File: config.mk
export PLATFORM = sky130hd
export DESIGN_NAME = accumulator_alu_step_unit_flat
export DESIGN_NICKNAME = d
export VERILOG_FILES = /design/src/rtl/core/aas_pkg.sv /design/src/rtl/core/aas_if.sv /design/src/rtl/core/accumulator_alu_step_unit.sv /design/src/rtl/core/aas_addsub.sv /design/src/flat_wrapper.sv
export SDC_FILE = /design/constraint.sdc
export NUM_CORES = 1
export LEC_CHECK = 0
export ABC_AREA = 1
export BUFFER_PORTS_ARGS = -buffer_cell sky130_fd_sc_hd__buf_2
export CORE_ASPECT_RATIO = 1.2
export CORE_MARGIN = 2
export CORE_UTILIZATION = 35
export DETAILED_ROUTE_END_ITERATION = 10
export PLACE_DENSITY_LB_ADDON = 0.1
export SLEW_MARGIN = 20
export SYNTH_ARGS = -nofsm -noshare
export SYNTH_HDL_FRONTEND = slang
export SYNTH_SLANG_ARGS = --single-unit
export TNS_END_PERCENT = 50
File: constraint.sdc
create_clock -name i_clk -period 13.67 [get_ports i_clk]
set_clock_uncertainty 0.05 [all_clocks]
set_input_delay 0 -clock i_clk [delete_from_list [all_inputs] [get_ports i_clk]]
set_output_delay 0 -clock i_clk [all_outputs]
set_load 0.05 [all_outputs]
File: src/rtl/core/aas_pkg.sv
package aas_pkg;

    // operation codes carried in the mode field
    typedef enum logic [2:0] {
        MODE_LOAD_AC = 3'd0,
        MODE_LOAD_MQ = 3'd1,
        MODE_ADD     = 3'd2,
        MODE_SUB     = 3'd3,
        MODE_MUL     = 3'd4,
        MODE_DIV     = 3'd5,
        MODE_DOUBLE  = 3'd6,
        MODE_HALVE   = 3'd7
    } t_mode;

    // sequencer states
    typedef enum logic [2:0] {
        ST_IDLE,
        ST_EXEC,
        ST_PREP,
        ST_ITER,
        ST_FIX_Q,
        ST_FIX_R,
        ST_NEG,
        ST_DONE
    } t_state;

    // control of the shared adder: sum = a + (invert_b ? ~b : b) + carry_in
    typedef struct packed {
        logic invert_b;
        logic carry_in;
    } t_add_ctl;

endpackage

File: src/rtl/core/aas_if.sv
interface aas_in_if #(
    parameter int WORD_BITS = 32
);
    logic                        valid;
    logic                        ready;
    logic [2:0]                  mode;
    logic signed [WORD_BITS-1:0] memory_word;
    logic                        negate;

    modport source (output valid, output mode, output memory_word, output negate,
                    input ready);
    modport sink   (input valid, input mode, input memory_word, input negate,
                    output ready);
endinterface

interface aas_out_if #(
    parameter int WORD_BITS = 32
);
    logic                        valid;
    logic                        ready;
    logic signed [WORD_BITS-1:0] accumulator_out;
    logic signed [WORD_BITS-1:0] mq_out;
    logic                        divide_by_zero;

    modport source (output valid, output accumulator_out, output mq_out,
                    output divide_by_zero, input ready);
    modport sink   (input valid, input accumulator_out, input mq_out,
                    input divide_by_zero, output ready);
endinterface

File: src/rtl/core/accumulator_alu_step_unit.sv
// accumulator alu step unit
// channels: i_item (sink) takes one transaction per step with mode, memory_word
// and negate; o_result (source) returns one transaction per step with the
// accumulator and mq after the step and a divide-by-zero flag. both channels
// move a transaction on a clock edge where valid and ready are high.
//
// one shared adder of WORD_BITS+1 bits does all arithmetic under a small
// sequencer; i_item.ready is high only while the sequencer is idle.
// states from acceptance until o_result.valid rises:
//   load ac, load mq, double, halve, add/sub, div by 0 : exec, done
//   add/sub with negate                                : exec, neg, done
//   multiply (shift-add, one multiplier bit/cycle)     : exec, iter, done
//   divide (restoring, one quotient bit/cycle)         : exec, prep, iter, fix_q, fix_r, done
// a new item is accepted at the earliest the cycle after the result is loaded;
// the sequencer takes no item while it is still busy with the last one.
//
// reset (synchronous, active low) clears ac and mq to zero, empties the
// result register and returns the sequencer to idle. a stalled receiver
// leaves the finished result in the output register; the block accepts the
// next item meanwhile and only waits when that item's result is ready.
module accumulator_alu_step_unit
    import aas_pkg::*;
#(
    parameter int WORD_BITS = 32
) (
    input  logic       i_clk,
    input  logic       i_rst_n,
    aas_in_if.sink     i_item,
    aas_out_if.source  o_result
);

    localparam int AW    = WORD_BITS + 1;
    localparam int CNT_W = $clog2(WORD_BITS);

    // sequencer and architectural state
    t_state               r_state, n_state;
    logic [WORD_BITS-1:0] r_ac, n_ac;
    logic [WORD_BITS-1:0] r_mq, n_mq;

    // captured transaction
    t_mode                r_mode;
    logic                 r_negate;
    logic [WORD_BITS-1:0] r_mem;

    // working registers: multiplicand/dividend-quotient, multiplier/divisor,
    // partial product/partial remainder
    logic [WORD_BITS-1:0] r_x, n_x;
    logic [WORD_BITS-1:0] r_y, n_y;
    logic [WORD_BITS-1:0] r_rem, n_rem;
    logic [CNT_W-1:0]     r_cnt, n_cnt;
    logic                 r_qneg, n_qneg;
    logic                 r_rneg, n_rneg;
    logic                 r_dbz, n_dbz;

    // output register
    logic                 r_out_valid;
    logic [WORD_BITS-1:0] r_out_ac;
    logic [WORD_BITS-1:0] r_out_mq;
    logic                 r_out_dbz;

    // shared adder
    logic [AW-1:0]        add_a, add_b, add_sum;
    t_add_ctl             add_ctl;
    logic [WORD_BITS-1:0] sum_lo;

    logic                 in_accept;
    logic                 out_free;
    logic                 iter_last;
    logic [AW-1:0]        div_shift;
    logic                 div_ge;
    logic [WORD_BITS-1:0] mul_prod;

    assign in_accept = i_item.valid && i_item.ready;
    assign out_free  = !r_out_valid || o_result.ready;
    assign iter_last = (r_cnt == CNT_W'(WORD_BITS - 1));
    assign sum_lo    = add_sum[WORD_BITS-1:0];

    // restoring divide: shift in the next dividend bit, then trial subtract
    assign div_shift = {r_rem, r_x[WORD_BITS-1]};
    assign div_ge    = !add_sum[WORD_BITS];
    // shift-add multiply keeps only the low word, which wraps correctly
    assign mul_prod  = r_y[0] ? sum_lo : r_rem;

    aas_addsub #(
        .WIDTH (AW)
    ) u_addsub (
        .i_a   (add_a),
        .i_b   (add_b),
        .i_ctl (add_ctl),
        .o_sum (add_sum)
    );

    // next state
    always_comb begin
        n_state = r_state;
        unique case (r_state)
            ST_IDLE: begin
                if (in_accept) begin
                    n_state = ST_EXEC;
                end
            end
            ST_EXEC: begin
                unique case (r_mode) inside
                    MODE_ADD, MODE_SUB: n_state = r_negate ? ST_NEG : ST_DONE;
                    MODE_MUL:           n_state = ST_ITER;
                    MODE_DIV:           n_state = (r_ac == '0) ? ST_DONE : ST_PREP;
                    default:            n_state = ST_DONE;
                endcase
            end
            ST_PREP:  n_state = ST_ITER;
            ST_ITER: begin
                if (iter_last) begin
                    n_state = (r_mode == MODE_DIV) ? ST_FIX_Q : ST_DONE;
                end
            end
            ST_FIX_Q: n_state = ST_FIX_R;
            ST_FIX_R: n_state = ST_DONE;
            ST_NEG:   n_state = ST_DONE;
            ST_DONE: begin
                if (out_free) begin
                    n_state = ST_IDLE;
                end
            end
            default:  n_state = ST_IDLE;
        endcase
    end

    // adder operand selection; negation is 0 + ~b + 1
    always_comb begin
        add_a   = '0;
        add_b   = '0;
        add_ctl = '0;
        unique case (r_state)
            ST_EXEC: begin
                unique case (r_mode)
                    MODE_LOAD_AC: begin
                        add_b   = {1'b0, r_mem};
                        add_ctl = '{invert_b: r_negate, carry_in: r_negate};
                    end
                    MODE_ADD: begin
                        add_a = {1'b0, r_mem};
                        add_b = {1'b0, r_ac};
                    end
                    MODE_SUB: begin
                        add_a   = {1'b0, r_mem};
                        add_b   = {1'b0, r_ac};
                        add_ctl = '{invert_b: 1'b1, carry_in: 1'b1};
                    end
                    MODE_DIV: begin
                        // magnitude of the dividend
                        add_b   = {1'b0, r_mem};
                        add_ctl = '{invert_b: 1'b1, carry_in: 1'b1};
                    end
                    MODE_DOUBLE: begin
                        add_a = {1'b0, r_ac};
                        add_b = {1'b0, r_ac};
                    end
                    MODE_HALVE: begin
                        // bias negative values by one so the arithmetic
                        // shift truncates toward zero
                        add_a   = {1'b0, r_ac};
                        add_ctl = '{invert_b: 1'b0, carry_in: r_ac[WORD_BITS-1]};
                    end
                    default: begin
                        add_a = '0;
                    end
                endcase
            end
            ST_PREP: begin
                // magnitude of the divisor
                add_b   = {1'b0, r_ac};
                add_ctl = '{invert_b: 1'b1, carry_in: 1'b1};
            end
            ST_ITER: begin
                if (r_mode == MODE_DIV) begin
                    add_a   = div_shift;
                    add_b   = {1'b0, r_y};
                    add_ctl = '{invert_b: 1'b1, carry_in: 1'b1};
                end else begin
                    add_a = {1'b0, r_rem};
                    add_b = {1'b0, r_x};
                end
            end
            ST_FIX_Q: begin
                add_b   = {1'b0, r_x};
                add_ctl = '{invert_b: 1'b1, carry_in: 1'b1};
            end
            ST_FIX_R: begin
                add_b   = {1'b0, r_rem};
                add_ctl = '{invert_b: 1'b1, carry_in: 1'b1};
            end
            ST_NEG: begin
                add_b   = {1'b0, r_ac};
                add_ctl = '{invert_b: 1'b1, carry_in: 1'b1};
            end
            default: begin
                add_a = '0;
            end
        endcase
    end

    // datapath next values
    always_comb begin
        n_ac   = r_ac;
        n_mq   = r_mq;
        n_x    = r_x;
        n_y    = r_y;
        n_rem  = r_rem;
        n_cnt  = r_cnt;
        n_qneg = r_qneg;
        n_rneg = r_rneg;
        n_dbz  = r_dbz;
        unique case (r_state)
            ST_IDLE: begin
                if (in_accept) begin
                    n_dbz = 1'b0;
                end
            end
            ST_EXEC: begin
                unique case (r_mode) inside
                    MODE_LOAD_AC, MODE_ADD, MODE_SUB, MODE_DOUBLE: begin
                        n_ac = sum_lo;
                    end
                    MODE_LOAD_MQ: begin
                        n_mq = r_mem;
                    end
                    MODE_MUL: begin
                        n_x   = r_mem;
                        n_y   = r_ac;
                        n_rem = '0;
                        n_cnt = '0;
                    end
                    MODE_DIV: begin
                        if (r_ac == '0) begin
                            n_dbz = 1'b1;
                        end else begin
                            n_qneg = r_mem[WORD_BITS-1] ^ r_ac[WORD_BITS-1];
                            n_rneg = r_mem[WORD_BITS-1];
                            n_x    = r_mem[WORD_BITS-1] ? sum_lo : r_mem;
                        end
                    end
                    MODE_HALVE: begin
                        n_ac = {sum_lo[WORD_BITS-1], sum_lo[WORD_BITS-1:1]};
                    end
                    default: begin
                        n_ac = r_ac;
                    end
                endcase
            end
            ST_PREP: begin
                n_y   = r_ac[WORD_BITS-1] ? sum_lo : r_ac;
                n_rem = '0;
                n_cnt = '0;
            end
            ST_ITER: begin
                n_cnt = r_cnt + 1'b1;
                if (r_mode == MODE_DIV) begin
                    n_rem = div_ge ? sum_lo : div_shift[WORD_BITS-1:0];
                    n_x   = {r_x[WORD_BITS-2:0], div_ge};
                end else begin
                    n_rem = mul_prod;
                    n_x   = {r_x[WORD_BITS-2:0], 1'b0};
                    n_y   = {1'b0, r_y[WORD_BITS-1:1]};
                    if (iter_last) begin
                        n_ac = mul_prod;
                    end
                end
            end
            ST_FIX_Q: n_ac = r_qneg ? sum_lo : r_x;
            ST_FIX_R: n_mq = r_rneg ? sum_lo : r_rem;
            ST_NEG:   n_ac = sum_lo;
            default: begin
                n_ac = r_ac;
            end
        endcase
    end

    // control and architectural state
    always_ff @(posedge i_clk) begin
        if (!i_rst_n) begin
            r_state     <= ST_IDLE;
            r_ac        <= '0;
            r_mq        <= '0;
            r_out_valid <= 1'b0;
        end else begin
            r_state <= n_state;
            r_ac    <= n_ac;
            r_mq    <= n_mq;
            if (r_state == ST_DONE && out_free) begin
                r_out_valid <= 1'b1;
            end else if (o_result.ready) begin
                r_out_valid <= 1'b0;
            end
        end
    end

    // payload registers
    always_ff @(posedge i_clk) begin
        if (in_accept) begin
            r_mode   <= t_mode'(i_item.mode);
            r_negate <= i_item.negate;
            r_mem    <= i_item.memory_word;
        end
        r_x    <= n_x;
        r_y    <= n_y;
        r_rem  <= n_rem;
        r_cnt  <= n_cnt;
        r_qneg <= n_qneg;
        r_rneg <= n_rneg;
        r_dbz  <= n_dbz;
        if (r_state == ST_DONE && out_free) begin
            r_out_ac  <= r_ac;
            r_out_mq  <= r_mq;
            r_out_dbz <= r_dbz;
        end
    end

    assign i_item.ready             = (r_state == ST_IDLE);
    assign o_result.valid           = r_out_valid;
    assign o_result.accumulator_out = r_out_ac;
    assign o_result.mq_out          = r_out_mq;
    assign o_result.divide_by_zero  = r_out_dbz;

endmodule

File: src/rtl/core/aas_addsub.sv
module aas_addsub
    import aas_pkg::*;
#(
    parameter int WIDTH = 33
) (
    input  logic [WIDTH-1:0] i_a,
    input  logic [WIDTH-1:0] i_b,
    input  t_add_ctl         i_ctl,
    output logic [WIDTH-1:0] o_sum
);

    logic [WIDTH-1:0] b_eff;

    assign b_eff = i_ctl.invert_b ? ~i_b : i_b;
    assign o_sum = i_a + b_eff + WIDTH'(i_ctl.carry_in);

endmodule

File: src/flat_wrapper.sv
// flat-port wrapper written by rule: the top's interface ports become plain ports
module accumulator_alu_step_unit_flat import aas_pkg::*;
#(
    parameter int WORD_BITS = 32
)
  (i_clk, i_rst_n, i_item_valid, i_item_mode, i_item_memory_word, i_item_negate, i_item_ready, o_result_valid, o_result_accumulator_out, o_result_mq_out, o_result_divide_by_zero, o_result_ready);
  aas_in_if #(.WORD_BITS(WORD_BITS)) i_item_i ();
  aas_out_if #(.WORD_BITS(WORD_BITS)) o_result_i ();
  input  logic i_clk;
  input  logic i_rst_n;
  input wire logic [$bits(i_item_i.valid)-1:0] i_item_valid;
  input wire logic [$bits(i_item_i.mode)-1:0] i_item_mode;
  input wire logic [$bits(i_item_i.memory_word)-1:0] i_item_memory_word;
  input wire logic [$bits(i_item_i.negate)-1:0] i_item_negate;
  output wire logic [$bits(i_item_i.ready)-1:0] i_item_ready;
  output wire logic [$bits(o_result_i.valid)-1:0] o_result_valid;
  output wire logic [$bits(o_result_i.accumulator_out)-1:0] o_result_accumulator_out;
  output wire logic [$bits(o_result_i.mq_out)-1:0] o_result_mq_out;
  output wire logic [$bits(o_result_i.divide_by_zero)-1:0] o_result_divide_by_zero;
  input wire logic [$bits(o_result_i.ready)-1:0] o_result_ready;
  assign i_item_i.valid = i_item_valid;
  assign i_item_i.mode = i_item_mode;
  assign i_item_i.memory_word = i_item_memory_word;
  assign i_item_i.negate = i_item_negate;
  assign i_item_ready = i_item_i.ready;
  assign o_result_valid = o_result_i.valid;
  assign o_result_accumulator_out = o_result_i.accumulator_out;
  assign o_result_mq_out = o_result_i.mq_out;
  assign o_result_divide_by_zero = o_result_i.divide_by_zero;
  assign o_result_i.ready = o_result_ready;
  accumulator_alu_step_unit #(.WORD_BITS(WORD_BITS)) u_core (.i_clk(i_clk), .i_rst_n(i_rst_n), .i_item(i_item_i), .o_result(o_result_i));
endmodule
==> summary.txt <==
Clock tree
  • H-tree Lvls: 2
  • CTS tree: built
  • Post-cts gate resize count: 0
  • Total CTS buffers: 34
  • Clk sink count: 273
  • Hold_buf cts: 38
  • Post-CTS Setup Bufs: 0
  • CTS Buffer Depth: 3
  • Worst-path clk slew: ~0.06 ns
  • Clock Latency Late Sink: 0.57 ns
  • CTS root buf: clkbuf_16

STA
  • Actual slew at the worst max-slew pin: 1.13 ns
  • Final setup fails: 0
  • Min Hold Slack: 0.110 ns
  • Final hold vios: 0
  • Slew headroom: 24.2%
  • Final Cycle Share: around 50%
  • RSZ-0062 raised after global routing: no
  • Max-slew violation count: 0
  • Fmax: ~0.14 GHz
  • Final period demand of the worst path: 7.03 ns
  • Post-route setup TNS: 0 ns

Yosys
  • Mapped Nets: 2,532
  • Synth cell types: 48
  • Syn. warnings: 0
  • Post-synth EDFFs: 205
  • Mapped Area: about 18,000 um^2
  • Sequential fraction of the synthesis area: 41.5%
  • Synth top area share: 34.0%
  • Register bit count reported by yosys: around 270
  • Avg Inst Size Synth: 7.37 um^2
  • Area contributors post-synth: edfxtp_1, nand2_1, dfxtp_1
  • Cell taking the most area after synthesis: edfxtp_1
  • Cells after synthesis: 2,457
  • Ys flop type: edfxtp_1
  • Asr flop ratio synth: 0%

GRT
  • Vias in the first global route: 18,100
  • Largest net degree at the start of global routing: 71
  • Global-route wire length before repair: around 120,000 um
  • GRT Util Overall: 30.9%
  • Total gr overflow: 0
  • Initial antenna violation count: 2

Job
  • Max cap viols: 0

Setup path
  • Critical path required time: 14.04 ns
  • CP Class: reg -> reg
  • Worst Setup End Kind: flop
  • Crit Path Max Fanout: 33
  • CP Data Arrival Time: 7.40 ns
  • Crit path launch type: flop

Floorplanning
  • Number of core rows: 91
  • Full die area: around 54,000 um^2
  • Die height: 253 um
  • Io pins: about 110
  • Initial Util: 35.3%
  • Die X-Extent: 212 um
  • Core Area: 51,200 um^2

Final layout
  • Register area: 7520 um^2
  • Share of cells above drive strength 1: 9.52%
  • Area delta synth->final: 15.1%
  • Number of diodes: 0
  • Fin nets: 2,612
  • Filler Cell Count: 5,248
  • Final core occ: 40.7%
  • Multi-input gate area: 8900 um^2

Drt
  • First-pass DRT Iterations: 7
  • DRC violations left: 0
  • DRT antenna net count: 0
  • Routed via count: roughly 19,000
  • Iteration-0 DRC Markers: 2,449
  • Drt wl/cell: 26.2 um
  • Via density: 5.99
  • Post-Route WL: 84,300 um

Power and ir drop
  • Gate power share: roughly three fifths
  • Clock power frac: ~17%
  • Pleak: roughly 9 nW
  • NetSw: a little over 0.003 W
  • Switching Fraction: 54.0%
  • Int Power: roughly 0.0026 W
  • Peak supply drop: between 100 and 150 uV
  • Power per cell area: 273 nW/um^2
  • Seq pwr share: 23.5%

Placement
  • IO Port Bufs: 106
  • DPL Wire Length: 56,500 um
  • GPL Wtd Cong: 0.937

Run status
  • Run status: completed

Hold path
  • HP Class: in -> reg
[metal layers]
layer | up-vias | GRT usage (%) | part of all wire, %
li1 | 8655 | - | -
met1 | 9090 | 43.1 | 42
met2 | 1271 | 45.9 | 42
met3 | 226 | 7.74 | 12
met4 | 4 | 11.5 | 3.8
met5 | - | 0 | 0.038
[kinds of logic (layout without fill, tap and decap cells)]
kind of cell	after synthesis	in the layout	synth area share, %
xor+xnor	40	40	1.93
buf+inv	462	568	9.76
compound gates	724	724	22.9
flops	273	273	41.5
fa+ha+maj	35	35	2.50
simple gates	923	923	21.3
[synth_stat cells, drive strengths merged (3+ instances only)]
cell    number
nand2      558
inv        317
a21oi      249
o21ai      231
edfxtp     205
nand3      190
nor2       127
o22ai      111
clkbuf     107
dfxtp       68
o211ai      49
o221ai      47
xor2        38
buf         33
ha          33
nor3        16
a31oi       12
or2         10
nor4         8
o21bai       8
nand3b       6
clkinv       5
nand4        4
a211oi       3
a22oi        3
and2         3
o21a         3
o311ai       3
[final timing paths]
path / from / end / slack, ns / cells after the start
max reg2reg: u_core.r_mode[1] / u_core.r_rem[16] / 6.64 / 27
min: i_item_memory_word[8] / u_core.r_mem[8] / 0.11 / 2
min reg2reg: u_core.r_mq[24] / u_core.o_result.mq_out[24] / 0.38 / 0
max: u_core.r_mode[1] / u_core.r_rem[16] / 6.64 / 27
[placed cells by master (no fill, tap or decap), types with 5 or more instances in the layout]
master	count
bufinv_16	5
nand2_1	551
or2_2	10
a21oi_1	245
o221ai_1	47
nand3_1	190
dfxtp_1	68
nor2_1	119
a31oi_1	11
o21ai_0	225
clkbuf_1	10
buf_4	39
clkinv_2	5
nand3b_1	6
nor4_1	7
o21ai_1	5
xor2_1	38
inv_1	305
nor3_1	15
edfxtp_1	205
buf_2	106
o21bai_1	8
ha_1	33
clkbuf_16	35
o211ai_1	49
inv_2	13
o22ai_1	111
dlygate4sd3_1	38
[critical path: stages, from the launching register on]
cell and delay (ns):
edfxtp_1 0.52, inv_2 0.08, nand2_1 0.10, nor2_4 0.33, inv_1 0.11, nand2_1 0.07, buf_4 0.42, nand2_1 0.60
inv_1 0.22, buf_4 0.42, o21ai_0 0.13, a21oi_1 0.40, xor2_1 0.13, ha_1 0.40, nand2_1 0.12, inv_1 0.05
nand2_1 0.08, inv_1 0.10, a21oi_1 0.19, nand2_1 0.15, nand2_1 0.11, nand2_1 0.09, a21o_1 0.19, nand2_2 0.53
nand2_2 0.77, nand2_1 0.21, nand3_1 0.10, nand2_1 0.10
[cell type report]
| class | instances | share of cell area (%) |
|---|---|---|
| clock buffers | 47 | 4.51 |
| clock inverters | 15 | 1.10 |
| inverters | 322 | 5.80 |
| multi-input cells | 1722 | 42.7 |
| flip-flops and latches | 273 | 36.1 |
| well taps | 651 | 3.91 |
| repair buffers | 184 | 5.91 |
[sequential cells by signal, summed over array words and instances (netlist names), 3 cells and up]
| name | flops |
|---|---|
| u_core.o_result.mq_out | 32 |
| u_core.r_mem | 32 |
| u_core.r_ac | 32 |
| u_core.r_mq | 32 |
| u_core.r_cnt | 5 |
| u_core.r_x | 32 |
| u_core.r_state | 3 |
| u_core.r_y | 32 |
| u_core.o_result.accumulator_out | 32 |
| u_core.r_rem | 32 |
| u_core.r_mode | 3 |
[through the flow]
| stage | total power, W | instances | setup WS [ns] | area (um^2) |
|---|---|---|---|---|
| 2_1_floorplan | 0.00342 | 2457 | 8.02 | 18100 |
| 3_3_place_gp | 0.00457 | 3113 | 6.97 | 19300 |
| 3_5_place_dp | 0.00458 | 3113 | 6.92 | 19300 |
| 4_1_cts | 0.00558 | 3213 | 6.87 | 20800 |
| 5_1_grt | 0.00602 | 3214 | 6.36 | 20800 |
| 6_report | 0.00569 | 3214 | 6.64 | 20800 |
[power by group through the flow]
stage | Combinational, W | Clock [W] | Sequential [W]
finish | 0.00337 | 0.000976 | 0.00134
global route | 0.00365 | 0.00101 | 0.00135
CTS | 0.00326 | 0.000987 | 0.00133
detailed placement | 0.00324 | 0 | 0.00134
global placement | 0.00323 | 0 | 0.00134
floorplan | 0.00216 | 0 | 0.00126
Note: power is estimated with default switching activity, not from simulation.
